--- config.mk ---
export PLATFORM = sky130hd
export DESIGN_NAME = multi_reader_circular_fifo_core
export DESIGN_NICKNAME = d
export VERILOG_FILES = /design/src/hw/rtl/mrcf_pkg.sv /design/src/hw/rtl/mrcf_ctrl.sv /design/src/hw/rtl/mrcf_dpath.sv /design/src/hw/rtl/multi_reader_circular_fifo_core.sv
export VERILOG_INCLUDE_DIRS = /design/src /design/src/hw/rtl
export SDC_FILE = /design/constraint.sdc
export NUM_CORES = 1
export LEC_CHECK = 0
export BUFFER_PORTS_ARGS = -buffer_cell sky130_fd_sc_hd__buf_2
export CAP_MARGIN = 20
export CORE_AREA = 3 3 239 241
export CTS_CLUSTER_DIAMETER = 60
export DETAILED_ROUTE_END_ITERATION = 8
export DIE_AREA = 0 0 242 244
export GPL_TIMING_DRIVEN = 0
export PLACE_DENSITY = 0.74
export SLEW_MARGIN = 5
export SYNTH_ARGS = -nofsm -noshare
export SYNTH_HDL_FRONTEND = slang
export SYNTH_SLANG_ARGS = --single-unit
export TNS_END_PERCENT = 5
--- constraint.sdc ---
create_clock -name clk -period 6.4 [get_ports clk]
set_input_delay 0.64 -clock clk [delete_from_list [all_inputs] [get_ports clk]]
set_output_delay 0.64 -clock clk [all_outputs]
set_load 0.01 [all_outputs]
--- src/hw/rtl/multi_reader_circular_fifo_core_macros.svh ---
// ----------------------------------------------------------------------------
// Assertion macros for the multi-reader circular FIFO core.
// Assertions compile away when SYNTHESIS is defined.
// ----------------------------------------------------------------------------
`ifndef MULTI_READER_CIRCULAR_FIFO_CORE_MACROS_SVH
`define MULTI_READER_CIRCULAR_FIFO_CORE_MACROS_SVH

`ifndef SYNTHESIS

// Same-cycle implication, sampled on the rising clock edge.
`define MRCF_ASSERT_IMP(lbl, clk, rst_n, ante, cons) \
    lbl: assert property (@(posedge clk) disable iff (!rst_n) (ante) |-> (cons)) \
        else $error("mrcf: implication check failed");

// Next-cycle implication, sampled on the rising clock edge.
`define MRCF_ASSERT_NXT(lbl, clk, rst_n, ante, cons) \
    lbl: assert property (@(posedge clk) disable iff (!rst_n) (ante) |=> (cons)) \
        else $error("mrcf: next-cycle check failed");

`else

`define MRCF_ASSERT_IMP(lbl, clk, rst_n, ante, cons)
`define MRCF_ASSERT_NXT(lbl, clk, rst_n, ante, cons)

`endif

`endif

--- src/hw/rtl/mrcf_pkg.sv ---
// ----------------------------------------------------------------------------
// mrcf_pkg
// Types and codes shared by the multi-reader circular FIFO core.
// ----------------------------------------------------------------------------
package mrcf_pkg;

    localparam int OP_W      = 3;
    localparam int SLOT_W    = 3;
    localparam int FIELD_W   = 32;
    localparam int STATUS_W  = 2;
    localparam int LEVEL_W   = 5;

    localparam logic [OP_W-1:0] OP_PUSH    = 3'd0;
    localparam logic [OP_W-1:0] OP_PEEK    = 3'd1;
    localparam logic [OP_W-1:0] OP_ADVANCE = 3'd2;
    localparam logic [OP_W-1:0] OP_ADD     = 3'd3;
    localparam logic [OP_W-1:0] OP_REMOVE  = 3'd4;

    localparam logic [STATUS_W-1:0] ST_OK       = 2'd0;
    localparam logic [STATUS_W-1:0] ST_FULL     = 2'd1;
    localparam logic [STATUS_W-1:0] ST_INACTIVE = 2'd2;
    localparam logic [STATUS_W-1:0] ST_EMPTY    = 2'd3;

    typedef struct packed {
        logic [OP_W-1:0]    operation;
        logic [SLOT_W-1:0]  reader_slot;
        logic [FIELD_W-1:0] push_word;
    } req_item_t;

    typedef struct packed {
        logic [STATUS_W-1:0] status;
        logic                word_valid;
        logic [FIELD_W-1:0]  out_word;
        logic                tail_released;
        logic [LEVEL_W-1:0]  fill_level;
        logic                is_full;
        logic                is_empty;
    } rsp_item_t;

    // Commands from the controller to the datapath.
    typedef struct packed {
        logic load;
        logic commit;
    } ctl_cmd_t;

endpackage

--- src/hw/rtl/mrcf_ctrl.sv ---
// ----------------------------------------------------------------------------
// mrcf_ctrl
// Controller: sequences one transaction at a time through capture and
// execute, and owns the valid flag of the result register.
// ----------------------------------------------------------------------------
module mrcf_ctrl
    import mrcf_pkg::*;
(
    input  logic     clk,
    input  logic     rst_n,
    input  logic     req_valid,
    output logic     req_ready,
    output logic     rsp_valid,
    input  logic     rsp_ready,
    output ctl_cmd_t cmd
);

    localparam logic ST_IDLE = 1'b0;
    localparam logic ST_EXEC = 1'b1;

    logic state_reg;
    logic state_next;
    logic out_valid_reg;
    logic out_valid_next;
    logic slot_free;

    assign req_ready  = (state_reg == ST_IDLE);
    assign rsp_valid  = out_valid_reg;
    assign slot_free  = !out_valid_reg || rsp_ready;
    assign cmd.load   = req_valid && req_ready;
    assign cmd.commit = (state_reg == ST_EXEC) && slot_free;

    always_comb
    begin
        state_next = state_reg;
        unique case (state_reg)
            ST_IDLE:
            begin
                if (cmd.load)
                begin
                    state_next = ST_EXEC;
                end
            end
            ST_EXEC:
            begin
                if (cmd.commit)
                begin
                    state_next = ST_IDLE;
                end
            end
            default:
            begin
                state_next = ST_IDLE;
            end
        endcase
    end

    always_comb
    begin
        priority if (cmd.commit)
        begin
            out_valid_next = 1'b1;
        end
        else if (rsp_ready)
        begin
            out_valid_next = 1'b0;
        end
        else
        begin
            out_valid_next = out_valid_reg;
        end
    end

    always_ff @(posedge clk or negedge rst_n)
    begin
        if (!rst_n)
        begin
            state_reg     <= ST_IDLE;
            out_valid_reg <= 1'b0;
        end
        else
        begin
            state_reg     <= state_next;
            out_valid_reg <= out_valid_next;
        end
    end

endmodule

--- src/hw/rtl/mrcf_dpath.sv ---
// ----------------------------------------------------------------------------
// mrcf_dpath
// Datapath: entry memory, ring pointers, per-reader state and the
// slowest-reader compare, plus the result register.
// ----------------------------------------------------------------------------
module mrcf_dpath
    import mrcf_pkg::*;
#(
    parameter int DEPTH   = 16,
    parameter int READERS = 8,
    parameter int WORD_W  = 32
)
(
    input  logic      clk,
    input  logic      rst_n,
    input  ctl_cmd_t  cmd,
    input  req_item_t req,
    output rsp_item_t rsp
);

    localparam int PTR_W  = $clog2(DEPTH);
    localparam int DIST_W = $clog2(DEPTH + 1);
    localparam int RIDX_W = (READERS > 1) ? $clog2(READERS) : 1;

    function automatic logic [PTR_W-1:0] ring_inc(input logic [PTR_W-1:0] p);
        begin
            ring_inc = (p == PTR_W'(DEPTH - 1)) ? '0 : p + PTR_W'(1);
        end
    endfunction

    // A reader level with the write pointer holds the whole ring unless it
    // has caught up.
    function automatic logic [DIST_W-1:0] ring_dist(
        input logic [PTR_W-1:0] wp,
        input logic [PTR_W-1:0] p,
        input logic             idle
    );
        logic [DIST_W-1:0] wx;
        logic [DIST_W-1:0] px;
        begin
            wx = DIST_W'(wp);
            px = DIST_W'(p);
            if (p == wp)
            begin
                ring_dist = idle ? '0 : DIST_W'(DEPTH);
            end
            else if (wp > p)
            begin
                ring_dist = wx - px;
            end
            else
            begin
                ring_dist = wx + DIST_W'(DEPTH) - px;
            end
        end
    endfunction

    // Shared state.
    logic [PTR_W-1:0]  write_ptr_reg, write_ptr_next;
    logic [PTR_W-1:0]  tail_ptr_reg, tail_ptr_next;
    logic              full_reg, full_next;
    logic              empty_reg, empty_next;
    logic [DIST_W-1:0] held_reg, held_next;
    logic [PTR_W-1:0]  rptr_reg [READERS];
    logic [PTR_W-1:0]  rptr_next [READERS];
    logic [READERS-1:0] ridle_reg, ridle_next;
    logic [READERS-1:0] ron_reg, ron_next;

    logic [WORD_W-1:0] mem [DEPTH];
    logic [WORD_W-1:0] rd_data_reg;
    logic              mem_we;

    // Captured transaction and values prepared at capture time.
    logic [OP_W-1:0]   op_reg;
    logic [RIDX_W-1:0] sidx_reg;
    logic              slot_ok_reg;
    logic [WORD_W-1:0] word_reg;
    logic [PTR_W-1:0]  np_reg;
    logic              np_idle_reg;
    logic [DIST_W-1:0] d_reg;

    rsp_item_t res_reg, res_next;

    // Capture-side logic, driven from the request payload.
    logic              in_ok;
    logic [RIDX_W-1:0] in_idx;
    logic [PTR_W-1:0]  cur_ptr;
    logic [PTR_W-1:0]  np;
    logic              np_idle;
    logic [PTR_W-1:0]  rd_addr;

    assign in_ok   = (32'(req.reader_slot) < READERS);
    assign in_idx  = RIDX_W'(req.reader_slot);
    assign cur_ptr = in_ok ? rptr_reg[in_idx] : tail_ptr_reg;
    assign np      = ring_inc(cur_ptr);
    assign np_idle = (np == write_ptr_reg);
    assign rd_addr = (req.operation == OP_PEEK) ? cur_ptr : tail_ptr_reg;

    always_ff @(posedge clk)
    begin
        if (cmd.load)
        begin
            op_reg      <= req.operation;
            sidx_reg    <= in_idx;
            slot_ok_reg <= in_ok;
            word_reg    <= WORD_W'(req.push_word);
            np_reg      <= np;
            np_idle_reg <= np_idle;
            d_reg       <= ring_dist(write_ptr_reg, np, np_idle);
            rd_data_reg <= mem[rd_addr];
        end
        if (mem_we)
        begin
            mem[write_ptr_reg] <= word_reg;
        end
        if (cmd.commit)
        begin
            res_reg <= res_next;
        end
    end

    // One lane per reader: does another active reader lag further behind?
    logic [READERS-1:0] slower_vec;
    logic               active;

    always_comb
    begin
        for (int i = 0; i < READERS; i++)
        begin
            slower_vec[i] = ron_reg[i] && (RIDX_W'(i) != sidx_reg) &&
                (ring_dist(write_ptr_reg, rptr_reg[i], ridle_reg[i]) > d_reg);
        end
    end

    assign active = slot_ok_reg && ron_reg[sidx_reg];

    always_comb
    begin
        write_ptr_next = write_ptr_reg;
        tail_ptr_next  = tail_ptr_reg;
        full_next      = full_reg;
        empty_next     = empty_reg;
        held_next      = held_reg;
        rptr_next      = rptr_reg;
        ridle_next     = ridle_reg;
        ron_next       = ron_reg;
        mem_we         = 1'b0;
        res_next       = '0;
        res_next.status = ST_OK;

        unique case (op_reg)
            OP_PUSH:
            begin
                if (full_reg)
                begin
                    res_next.status = ST_FULL;
                end
                else
                begin
                    mem_we         = cmd.commit;
                    write_ptr_next = ring_inc(write_ptr_reg);
                    full_next      = (write_ptr_next == tail_ptr_reg);
                    empty_next     = 1'b0;
                    ridle_next     = ridle_reg & ~ron_reg;
                    held_next      = held_reg + DIST_W'(1);
                end
            end
            OP_PEEK:
            begin
                if (!active)
                begin
                    res_next.status = ST_INACTIVE;
                end
                else if (ridle_reg[sidx_reg])
                begin
                    res_next.status = ST_EMPTY;
                end
                else
                begin
                    res_next.word_valid = 1'b1;
                    res_next.out_word   = FIELD_W'(rd_data_reg);
                end
            end
            OP_ADVANCE:
            begin
                if (!active)
                begin
                    res_next.status = ST_INACTIVE;
                end
                else if (ridle_reg[sidx_reg])
                begin
                    res_next.status = ST_EMPTY;
                end
                else
                begin
                    rptr_next[sidx_reg]  = np_reg;
                    ridle_next[sidx_reg] = np_idle_reg;
                    if (slower_vec == '0)
                    begin
                        res_next.word_valid    = 1'b1;
                        res_next.tail_released = 1'b1;
                        res_next.out_word      = FIELD_W'(rd_data_reg);
                        tail_ptr_next          = ring_inc(tail_ptr_reg);
                        empty_next             = (tail_ptr_next == write_ptr_reg);
                        if (held_reg != '0)
                        begin
                            held_next = held_reg - DIST_W'(1);
                        end
                        full_next = 1'b0;
                    end
                end
            end
            OP_ADD:
            begin
                if (!slot_ok_reg)
                begin
                    res_next.status = ST_INACTIVE;
                end
                else
                begin
                    rptr_next[sidx_reg]  = tail_ptr_reg;
                    ridle_next[sidx_reg] = empty_reg;
                    ron_next[sidx_reg]   = 1'b1;
                end
            end
            OP_REMOVE:
            begin
                if (!slot_ok_reg)
                begin
                    res_next.status = ST_INACTIVE;
                end
                else
                begin
                    ron_next[sidx_reg] = 1'b0;
                end
            end
            default:
            begin
                res_next.status = ST_OK;
            end
        endcase

        res_next.fill_level = LEVEL_W'(held_next);
        res_next.is_full    = full_next;
        res_next.is_empty   = empty_next;
    end

    always_ff @(posedge clk or negedge rst_n)
    begin
        if (!rst_n)
        begin
            write_ptr_reg <= '0;
            tail_ptr_reg  <= '0;
            full_reg      <= 1'b0;
            empty_reg     <= 1'b1;
            held_reg      <= '0;
            ridle_reg     <= '1;
            ron_reg       <= '0;
            for (int i = 0; i < READERS; i++)
            begin
                rptr_reg[i] <= '0;
            end
        end
        else if (cmd.commit)
        begin
            write_ptr_reg <= write_ptr_next;
            tail_ptr_reg  <= tail_ptr_next;
            full_reg      <= full_next;
            empty_reg     <= empty_next;
            held_reg      <= held_next;
            ridle_reg     <= ridle_next;
            ron_reg       <= ron_next;
            rptr_reg      <= rptr_next;
        end
    end

    assign rsp = res_reg;

endmodule

--- src/hw/rtl/multi_reader_circular_fifo_core.sv ---
// Each transaction passes through capture (entry memory read, reader
// pointer step) and execute (compare against every reader lane, state update).
// Capture waits for the last transaction to leave execute; the result register
// frees the request side so the next transaction is taken while a result waits.
// Reset is asynchronous and leaves the ring empty with all readers inactive;
// no clearing pass is needed, and the entry memory itself is not cleared.
// ----------------------------------------------------------------------------
// multi_reader_circular_fifo_core
// Broadcast circular FIFO with one writer and several reader slots.
// ----------------------------------------------------------------------------
`include "multi_reader_circular_fifo_core_macros.svh"

module multi_reader_circular_fifo_core
    import mrcf_pkg::*;
#(
    parameter int DEPTH   = 16,
    parameter int READERS = 8,
    parameter int WORD_W  = 32
)
(
    input  logic      clk,
    input  logic      rst_n,
    input  logic      req_valid,
    output logic      req_ready,
    input  req_item_t req,
    output logic      rsp_valid,
    input  logic      rsp_ready,
    output rsp_item_t rsp
);

    ctl_cmd_t cmd;

    mrcf_ctrl u_ctrl (
        .clk       (clk),
        .rst_n     (rst_n),
        .req_valid (req_valid),
        .req_ready (req_ready),
        .rsp_valid (rsp_valid),
        .rsp_ready (rsp_ready),
        .cmd       (cmd)
    );

    mrcf_dpath #(
        .DEPTH   (DEPTH),
        .READERS (READERS),
        .WORD_W  (WORD_W)
    ) u_dpath (
        .clk   (clk),
        .rst_n (rst_n),
        .cmd   (cmd),
        .req   (req),
        .rsp   (rsp)
    );

    // A captured transaction is always in execute on the following cycle.
    `MRCF_ASSERT_NXT(a_busy_after_accept, clk, rst_n, req_valid && req_ready, !req_ready)

    // The ring cannot be full and empty at once, and full means a full count.
    `MRCF_ASSERT_IMP(a_full_level, clk, rst_n, rsp_valid && rsp.is_full, !rsp.is_empty && (rsp.fill_level == LEVEL_W'(DEPTH)))

    `MRCF_ASSERT_IMP(a_empty_level, clk, rst_n, rsp_valid && rsp.is_empty, rsp.fill_level == '0)

    // A released tail entry is always returned to the caller.
    `MRCF_ASSERT_IMP(a_release_word, clk, rst_n, rsp_valid && rsp.tail_released, rsp.word_valid && (rsp.status == ST_OK))

endmodule
Word-level counts from Yosys, hierarchy flattened
Memories as Yosys holds them, arrays and structs flattened. A register that Yosys moved wholly into a read port is not among the register bits.
Index checks and enable logic that the tools add are counted.
- bitwise operators: 12
- reduce and logical (&&, ||, !) cells: 37
- equal/unequal tests: 29
- $mul: 0
- div/mod/pow operators: 0
- mux-type cells: 87
- order comparisons: 22
- add/subtract/negate cells: 24
- shift operators: 0
- operators with widths (cell ; number):
    2-to-1 mux 5 bit ; 30
    2-to-1 mux 34 bit ; 3
    2-to-1 mux 33 bit ; 2
    case mux 33 bit (2 select lines) ; 1
    bitwise mux 32 bit ; 2
    2-to-1 mux 32 bit ; 2
    case mux 32 bit (2 select lines) ; 1
    subtractor 4 x 4 -> 5 bit ; 9
    subtractor 5 x 4 -> 5 bit ; 9
    == test 4 bit ; 11
    greater-than comparator 5 bit ; 8
    greater-than comparator 4 bit ; 9
    2-to-1 mux 4 bit ; 7
    2-to-1 mux 8 bit ; 3
    case mux 8 bit (3 select lines) ; 1
    logical AND 1 bit ; 20
    2-to-1 mux 1 bit ; 20
    bitwise AND 8 bit ; 2
    bitwise mux 8 bit ; 2
    inverter 8 bit ; 2
    case mux 8 bit (2 select lines) ; 1
    adder 4 x 1 -> 4 bit, second input constant ; 3
    binary-select mux 4 bit (select 3 bit) ; 1
    demux 4 bit (select 3 bit) ; 1
    other kinds (38) ; 61
- flip-flop bits (word level): 156
- output and inout port bits: 45
- bits of input ports: 42
- RAM bits: 512
- bits in read-only memories: 0
- bits in latches: 0
- memories: 1
- logic and storage cells: 242
- memory list (name ; words ; width ; rd ports ; clocked after Yosys merged registers in ; write ports ; RTL line ; RTL):
    u_dpath.mem ; 16 ; 32 ; 1 ; 1 ; 1 ; mrcf_dpath.sv:69 ; logic [WORD_W-1:0] mem [DEPTH];

Logic depth before layout (Yosys ltp)
- word-level depth: 11
- gate-level depth with buffers: 17
- gate-level depth less buffers: 16

Modules after synthesis
From an unflattened synthesis, not the netlist that was laid out.
- cell total of the unflattened synthesis: 2350
- area, all modules: 30362.9 µm²
- by module, submodules not included (module ; area each (µm²) ; seq. area each (µm²) ; instances ; cells an instance):
    mrcf_dpath ; 30261.5 ; 20656.1 ; 1 ; 2341
    mrcf_ctrl ; 101.3 ; 50.0 ; 1 ; 9

Worst setup path before layout
Ideal clock, no wire load.
- path type: in2reg
- start: input req_valid
- end: register u_dpath.d_reg[0] (enable)
- setup time: 530 ps
- path buffers: 0
- data required time: 5870 ps
- slack: 1710 ps
- arrival time: 4160 ps
- stages on the path: 1
- path through: nor2b_1
- cells in the longest elaborated chain, start to end: 1
- RTL lines (item ; RTL line ; RTL):
    from (decl) ; multi_reader_circular_fifo_core.sv:23 ; input logic req_valid,
    logical AND 1 bit ; mrcf_ctrl.sv:30 ; assign cmd.load = req_valid && req_ready;
    to (signal assigned) ; mrcf_dpath.sv:109 ; d_reg <= ring_dist(write_ptr_reg, np, np_idle);
    to (decl) ; mrcf_dpath.sv:80 ; logic [DIST_W-1:0] d_reg;
No other way between the ends.
A chain may end at the register's enable or synchronous reset.

Worst setup path in the final report
- start: register u_dpath.write_ptr_reg[0]
- end: register u_dpath.res_reg, in the netlist u_dpath.rsp[11] (data pin)
- cells in the longest elaborated chain, start to end: 11
- elaborated cells between the ends (all ways): 70
- classes of those cells: add/sub: 17; order compare: 16; eq/ne: 8; mux: 20; reduce/logical: 9
- RTL lines (item ; RTL line ; RTL):
    from (decl) ; mrcf_dpath.sv:59 ; logic [PTR_W-1:0] write_ptr_reg, write_ptr_next;
    from (signal assigned) ; mrcf_dpath.sv:266 ; write_ptr_reg <= write_ptr_next;
    adder 4 x 5 -> 5 bit ; mrcf_dpath.sv:53 ; ring_dist = wx + DIST_W'(DEPTH) - px;
    subtractor 5 x 4 -> 5 bit ; mrcf_dpath.sv:53 ;
    2-to-1 mux 5 bit ; mrcf_dpath.sv:47 ; else if (wp > p)
    2-to-1 mux 5 bit ; mrcf_dpath.sv:43 ; if (p == wp)
    greater-than comparator 5 bit ; mrcf_dpath.sv:131 ; (ring_dist(write_ptr_reg, rptr_reg[i], ridle_reg[i]) > d_reg);
    logical AND 1 bit ; mrcf_dpath.sv:130 ; slower_vec[i] = ron_reg[i] && (RIDX_W'(i) != sidx_reg) &&
    logical NOT 8 bit (*) ; mrcf_dpath.sv:198 ; if (slower_vec == '0)
    2-to-1 mux 34 bit (*) ; mrcf_dpath.sv:198 ;
    2-to-1 mux 34 bit (*) ; mrcf_dpath.sv:190 ; else if (ridle_reg[sidx_reg])
    2-to-1 mux 34 bit (*) ; mrcf_dpath.sv:186 ; if (!active)
    case mux 33 bit (2 select lines) (*) ; mrcf_dpath.sv:151 ; unique case (op_reg)
    to (signal assigned) ; mrcf_dpath.sv:118 ; res_reg <= res_next;
    to (decl) ; mrcf_dpath.sv:82 ; rsp_item_t res_reg, res_next;
Every way passes the cells marked *; elsewhere a longest branch is shown, timed or not.

==> metrics <==
average wire length per cell after detail routing about 25 microns; final period utilization just over 80%; adder-cell area share of the yosys netlist under 10%; number of maximum-capacitance constraint violations 0; routed length on met1 ~32,000 microns; top-level I/O count between 80 and 90; global router's overall resource usage between 20% and 30%; cell type with the largest total area after synthesis edfxtp_1; DR pass1 iterations 6; number of synthesized register bits 700; cell area after synthesis roughly 30,000 sq um; simple-gate share of the synthesized area 12.89%; DRC violation count after routing 0; Tightest Hold Check Type primary input to asynchronous set/reset pin; Final nets 2,697; most instantiated flip-flop cell in the synthesis netlist edfxtp_1; final non-filler cell total approximately 3,400; post_cts resized 0; final critical path time including I/O delays and setup between 5 and 6 ns; die extent in x approximately 240 microns; peak supply drop roughly 0.00020 V; clock net sink count 700; xor and xnor area share after synthesis under 10%; number of instances in the synthesized netlist 2,377; depth of the CTS H-tree 3; least setup slack across all paths after layout between 1 and 1.5 ns; # Post-CTS Setup Buffers 0; DR top layer met4; number of buffers added on ports 86; top cells by area in the synthesized netlist edfxtp_1 63%, nand2_1 6.5%, dfrtp_1 4.6%; First DRT Iteration DRCs ~2,900; RSZ-0062 raised after global routing no; Clock Latency Late Sink 0.62 ns; tightest slew margin relative to the limit about a quarter; layout overhead on the synthesized area 13.73%; hold buffer count at CTS 0; metal2 WL between 30,000 and 40,000 microns; upper clock frequency limit roughly 0.19 GHz; run status complete, no violations; Critical Path Fanout Max 14; Worst Path Arrival approximately 5.8 ns; Placed Instances ~3,200; Post-Place Setup Slack between 1 and 1.5 ns; Post-synth ARST share a little under a tenth; FF-to-FF setup slack roughly 1.1 ns; Worst R2R Start u_dpath.write_ptr_reg[0]; count of flip-flops with a built-in enable after synthesis between 600 and 700; portion of netlist area occupied by mux cells under 10%; proportion of layout cells with a drive suffix above 1 about an eighth; highest-delay cell along the critical path a21oi_1; via count of the first global-routing pass around 21,000; grt ovf 0; clock tree from TritonCTS done; area fraction in compound gates after synthesis under 10%; post-synthesis cell type count 74; number of flip-flops under the largest register name 512; critical path launch point type flip-flop; startpoint of the worst setup timing path u_dpath.write_ptr_reg[0]; Data required, critical path a little under 7 ns; Biggest register u_dpath.mem; cell-by-cell listing of the critical path inv_1, ha_1, inv_1, fa_1, xnor2_1, o31a_1, a311oi_1, ha_1, nand3_1, o21bai_1, a31oi_1, nor4_4, nand4_1, a21oi_1, buf_2, and2_1; kind of capture point of the worst setup path flip-flop; total number of yosys warnings 0; final count of pins violating max slew 0; clock-pin transition on the worst setup and hold timing paths ~0.060 ns; final wirelength between 80,000 and 90,000 microns; Worst path max stage delay around 0.7 ns; number of nets with antenna violations after detailed routing 0; DP HPWL about 54,000 microns; Met3 Wirelength between 10,000 and 15,000 microns; number of core rows 86; leakage power 12.43 nW; average cell area after synthesis around 13 sq um; Placeable Area about 55,000 sq um; total die area around 60,000 sq um; number of antenna violations at the first check in global routing 1; combinational family with the most area after synthesis simple AND/OR/NAND/NOR gates; nets in the synthesized netlist approximately 2,500; Ant. Diodes 0; maximum root-to-sink buffer count 3; Setup Total Neg Slack 0 ns; overall die height between 200 and 250 microns; final setup violation count 0; clock tree root driver cell clkbuf_16; first-pass GRT wire length 126,700 microns; worst setup skew after layout 0.02382 ns; number of vias per cell after detailed routing 6.236; Setup CP Type flip-flop to flip-flop; DR vias 20,990; placer's final routability congestion estimate 0.9055; Hold Vio Cnt, Final 0; sequential area share after synthesis 68.32%; portion of synthesized cell area occupied by the leading cell type a little over three fifths; effective utilization at floorplan between 50% and 60%; fill count 4,125; transition time at the pin with the least slew margin approximately 1.1 ns; largest net degree at the start of global routing 66; PD cells approximately 390 nW/um^2; Inserted Clock Buffers between 70 and 80
-- metal layers --
layer,track usage (%),vias up
met5,0,-
met4,11.88,0
met3,7.632,252
met2,44.70,1479
met1,38.48,10120
li1,-,9138
-- synth_stat cells, drive strengths merged (6+ instances only) --
cell	n
clkbuf	57
ha	84
nor3	13
o21ai	34
xor2	15
mux2i	12
a32oi	92
a22oi	10
and2	54
nor4	6
nand2b	7
xnor2	21
fa	9
and4	9
dfrtp	56
a31oi	29
a21o	15
a21oi	216
nand2	524
buf	73
nand3	107
nor2	106
mux4	10
edfxtp	635
nand4	17
nor2b	15
o211ai	6
dfstp	9
inv	59
nand3b	7
-- path summary, 6_finish.rpt --
check	depth (start not counted)	endpoint
worst min-delay path	1	asynchronous set/reset pin
worst min register to register	1	u_dpath.rsp[27]
max in group asynchronous	1	u_dpath.rptr_reg[17]
worst max-delay path	16	u_dpath.rsp[11]
min in group clk	1	u_dpath.word_reg[6]
worst max register to register	16	u_dpath.rsp[11]
-- worst max-delay path: cells and delay by family (launching register included) --
family                   cells  cell delay [ns]
adder cells (fa/ha/maj)      3             1.00
flip-flops                   1             0.43
AND/OR/NAND/NOR              4             0.99
XOR/XNOR                     1             0.15
buffers and inverters        3             1.07
AO/OA/AOI/OAI                5             1.51
-- power breakdown --
group	internal, W	leakage (nW)	switching [W]
Clock	0.00234	1.12	0.00175
Combinational	0.00132	4.73	0.00239
Sequential	0.00531	6.58	0.000247
-- area by class of cell --
class	count	area, sq um	area share, %
Sequential cell	700	20710	60.08
Multi-Input combinational cell	1488	8763	25.43
Clock buffer	95	1962	5.692
Tap cell	748	935.9	2.715
Timing Repair Buffer	108	895.9	2.599
Buffer	130	649.4	1.884
Clock inverter	38	332.8	0.9656
Inverter	59	221.5	0.6425
-- per-stage QoR --
stage                     area [sq um]  total power, W  util, %  hold slack (ns)
after global routing             34470         0.01394    62.56           0.1736
after detailed placement         32140        0.009217    58.34           0.5077
after CTS                        34430         0.01328    62.50           0.1714
final                            34470         0.01336    62.56           0.1571
after global placement           31670        0.009001    57.49           0.4871
after floorplan                  30310        0.008008        -           0.3444
-- logic make-up after synthesis --
group           after synthesis
flops                       700
xor+xnor                     36
mux                          27
fa+ha+maj                    93
compound gates              446
simple gates                886
buf+inv                     189
-- layout by cell type (no fill, tap or decap), types with 21 or more instances in the layout --
cell	synthesis	routed
nand3_1	107	107
a31oi_1	28	28
dfrtp_1	56	56
ha_1	84	84
and2_1	53	38
a32oi_1	92	92
inv_1	58	57
edfxtp_1	635	635
xnor2_1	21	21
clkbuf_1	57	76
nor2_1	106	105
a21oi_1	216	216
o21ai_0	31	31
nand2_1	524	524
buf_2	45	130
clkbuf_16	0	75
(Power assumes the default switching activity.)
